<file path="config.mk">
export PLATFORM = sky130hd
export DESIGN_NAME = mgct_match
export DESIGN_NICKNAME = d
export VERILOG_FILES = /design/src/hdl/mgct_pkg.sv /design/src/hdl/mgct_match.sv
export SDC_FILE = /design/constraint.sdc
export NUM_CORES = 1
export LEC_CHECK = 0
export BUFFER_PORTS_ARGS = -buffer_cell sky130_fd_sc_hd__buf_4
export CORE_AREA = 2 2 78 80
export DETAILED_ROUTE_END_ITERATION = 10
export DIE_AREA = 0 0 80 82
export PLACE_DENSITY_LB_ADDON = 0.12
export RECOVER_POWER = 25
export SLEW_MARGIN = 40
export SYNTH_ARGS = -nofsm -noshare
export SYNTH_HDL_FRONTEND = slang
export SYNTH_SLANG_ARGS = --single-unit
</file>
<file path="constraint.sdc">
create_clock -name vclk -period 1.4
set_input_delay 0.14 -clock vclk [all_inputs]
set_output_delay 0.14 -clock vclk [all_outputs]
set_load 0.05 [all_outputs]
</file>
<file path="src/hdl/mgct_pkg.sv">
// ----------------------------------------------------------------------------
// mgct_pkg
// types, command codes and sizing for the multicast group configuration table
// ----------------------------------------------------------------------------
package mgct_pkg;

   // table geometry
   localparam int TABLE_SLOTS = 64;
   localparam int SLOT_W      = $clog2(TABLE_SLOTS);
   localparam int NUM_W       = 7;
   localparam int SLOT_CNT_W  = $clog2(TABLE_SLOTS + 1);
   localparam int CMP_W       = (SLOT_CNT_W > NUM_W) ? SLOT_CNT_W : NUM_W;

   // command codes
   localparam logic [2:0] CMD_ADD        = 3'd0;
   localparam logic [2:0] CMD_UPDATE     = 3'd1;
   localparam logic [2:0] CMD_DELETE     = 3'd2;
   localparam logic [2:0] CMD_READ       = 3'd3;
   localparam logic [2:0] CMD_VLAN_BY_GRP = 3'd4;
   localparam logic [2:0] CMD_EXISTS     = 3'd5;
   localparam logic [2:0] CMD_VLAN_USED  = 3'd6;
   localparam logic [2:0] CMD_GRP_CONFL  = 3'd7;

   typedef struct packed {
      logic [2:0]       cmd;
      logic [NUM_W-1:0] slot_index;
      logic [31:0]      group_address;
      logic [11:0]      vlan_id;
      logic [31:0]      source_address;
      logic [31:0]      assured_bw;
      logic [31:0]      peak_bw;
   } req_type;

   typedef struct packed {
      logic        ok;
      logic [11:0] out_vlan;
      logic [31:0] out_group;
      logic [31:0] out_source;
      logic [31:0] out_assured_bw;
      logic [31:0] out_peak_bw;
   } rsp_type;

   // one table entry as held in the store
   typedef struct packed {
      logic [31:0] group;
      logic [11:0] vlan;
      logic [31:0] source;
      logic [31:0] assured_bw;
      logic [31:0] peak_bw;
   } entry_type;

   // key and skip settings for the compare unit
   typedef struct packed {
      logic             vlan_mode;
      logic             skip_en;
      logic [CMP_W-1:0] skip_num;
      logic [31:0]      group;
      logic [11:0]      vlan;
   } match_ctl_type;

endpackage

</file>
<file path="src/hdl/mgct_match.sv">
// ----------------------------------------------------------------------------
// mgct_match
// shared compare unit: tests one entry against the search key
// ----------------------------------------------------------------------------
module mgct_match (
   input  mgct_pkg::entry_type        entry,
   input  logic                       entry_valid,
   input  logic [mgct_pkg::SLOT_W-1:0] entry_idx,
   input  mgct_pkg::match_ctl_type    ctl,
   output logic                       hit
);

   logic [mgct_pkg::CMP_W-1:0] idx_num;
   logic                       skip;
   logic                       key_eq;

   // slot numbers count from one
   assign idx_num = mgct_pkg::CMP_W'(entry_idx) + mgct_pkg::CMP_W'(1);
   assign skip    = ctl.skip_en && (idx_num == ctl.skip_num);
   assign key_eq  = ctl.vlan_mode ? (entry.vlan == ctl.vlan) : (entry.group == ctl.group);
   assign hit     = entry_valid && !skip && key_eq;

endmodule

</file>
==> impl_metrics.tcl <==
set metrics [dict create \
    dr.pass1.iters 1 \
    synth_area_per_cell_um2 7.85 \
    worst_slack_ns -0.289 \
    fillCellCount 660 \
    grt_pass1_wl_um 3500 \
    path_buf_inv 4 \
    critPathSlowestCell "o41ai_2" \
    p_total_uw 443 \
    synth_cell_types 12 \
    seq_area_frac_synth_pct 0 \
    crit_family "buffers and inverters" \
    synth_top_area_share_pct 56.4 \
    drv_slew 0 \
    synth_area_leader_cell "xnor2_1" \
    hp-class "primary input to output pin" \
    grt_max_degree 4 \
    crit_fanout 2 \
    die_h_um 82 \
    antenna_cells 0 \
    instances_no_fill 269 \
    viasPerCell 3.64 \
    drtAntennaViolNets 0 \
    syn_area_um2 652 \
    synth_cells 83 \
    register_area_um2 0 \
    p_per_area_nw_per_um2 269 \
    gp_congestion 0.616 \
    seq_cells 0 \
    initial_core_util_pct 11.3 \
    synth.area.top_cells "xnor2_1 (56%), xor2_1 (16%), nand4_1 (9.6%)" \
    end_kind "output pin" \
    syn_nets 284 \
    cp_data_required_time_ns 1.26 \
    area_growth_pct 152 \
    wl_um 2440 \
    hold_viol_final 0 \
    path_class "primary input to output pin" \
    vdd_drop_max_uv 79.3 \
    dieArea_um2 6560 \
    core_um2 5750 \
    status "finished, violations left" \
    row_count 28 \
    max_slew.worst_pin.slew_ns 0.294 \
    drive_gt1_share_pct 60.3 \
    io_buffers 105 \
    startpoint "entry_idx[0]" \
    via_count 978 \
    fmax_mhz 592 \
    power_leakage_nw 0.720 \
    place_ws_ns -0.387 \
    drt_iter0_markers 0 \
    dp.cells 268 \
    slew_headroom_pct 80.2 \
    yosysWarnings 0 \
    path_common_cell "buf_8" \
    finalCritPeriodShare_pct 121 \
    period_needed_ns 1.69 \
    fin_util_pct 28.6 \
    clock_buffers 0 \
    failed_checks "setup timing" \
    path_cells "buf_8 > ha_4 > buf_6 > nand3_2 > xnor2_1 > nand4_1 > o41ai_2 > buf_4 > a21oi_4 > buf_8" \
    fin_nets 397 \
    min_from "entry_valid" \
    io_pins 201 \
    setup_viol 1 \
    critPathArrivalTime_ns 1.55 \
    rsz0062_at_grt "true" \
    max-cap-violations 0 \
    start_kind "primary input" \
    whs_ns 0.705 \
    avgRoutedWirePerCell_um 9.06 \
    die_w_um 80 \
    max_stage_delay_ns 0.37 \
    drcViolationCount 0 \
    antenna_found_initial 0 \
    grt_use_total_pct 6.45 \
    grt.overflow.total 0 \
    grt_pass1_vias 899 \
]
==> where the power goes <==
part | internal [mW] | leakage, nW | switching (mW)
registers | 0 | 0 | 0
logic | 0.309 | 0.720 | 0.134
clock network | 0 | 0 | 0
total | 0.309 | 0.720 | 0.134
==> final timing paths <==
check,to,cells after the start,slack [ns]
max,hit,10,-0.29
min,hit,5,0.71
==> per-layer routing <==
metal	vias up	global-route usage (%)	share of wire, %
met5	-	0	0
met4	0	0	0
met3	0	3.08	19
met2	70	10.2	42
met1	398	8.51	39
li1	510	-	-
==> metrics by stage <==
| step | instance area, um2 | setup TNS, ns |
|---|---|---|
| after floorplan | 663 | 0 |
| after global placement | 1580 | -0.374 |
| after detailed placement | 1580 | -0.387 |
| after CTS | 1630 | -0.344 |
| after global routing | 1640 | -0.398 |
| final | 1640 | -0.289 |
==> cells in the mapped netlist <==
cell and instances:
nor3_1 3, xnor2_1 42, a21oi_1 1, o41ai_2 1
ha_1 1, nor2_1 2, nor4_1 3, o21ba_1 1
nand4_1 10, nand3_1 4, xor2_1 12, nand2_1 3
==> tightest hold or removal path: stages <==
cell,delay [ns]
buf_4,0.11
o41ai_2,0.04
buf_4,0.11
a21oi_4,0.03
buf_8,0.14
==> cell usage in the layout, fill, tap and decap left out <==
cell type / count
buf_8: 2
a21oi_4: 1
nor3_1: 3
nor4_2: 1
xor2_1: 11
nand3_1: 3
nand4_1: 10
xnor2_1: 42
nand3_2: 1
o41ai_2: 1
nor4_1: 2
xor2_2: 1
buf_4: 107
nor2_1: 2
nand2_1: 3
ha_4: 1
o21ba_1: 1
buf_6: 2
==> area by class of cell <==
| type | instances | area, um2 | area share (%) |
|---|---|---|---|
| Timing Repair Buffer | 111 | 856 | 52.1 |
| Multi-Input combinational cell | 83 | 694 | 42.2 |
| Tap cell | 75 | 93.8 | 5.71 |
==> cells by family (layout without fill, tap and decap cells) <==
group	count (synthesis)	count (layout)	share of synthesized area [%]
buffers and inverters	0	111	0
AO/OA/AOI/OAI	3	3	4.80
XOR/XNOR	54	54	72.6
adder cells (fa/ha/maj)	1	1	1.92
AND/OR/NAND/NOR	25	25	20.7
==> what timing repair did <==
item / 4_1_cts / 5_1_grt
gates resized for setup: 7 / 4
cloned: 0 / 0
setup buffers: 1 / 0
pin swaps: 4 / 4
hold buffers: 0 / 0
setup endpoints to repair: 1 / 1
Power figures use the tool's default switching activity.
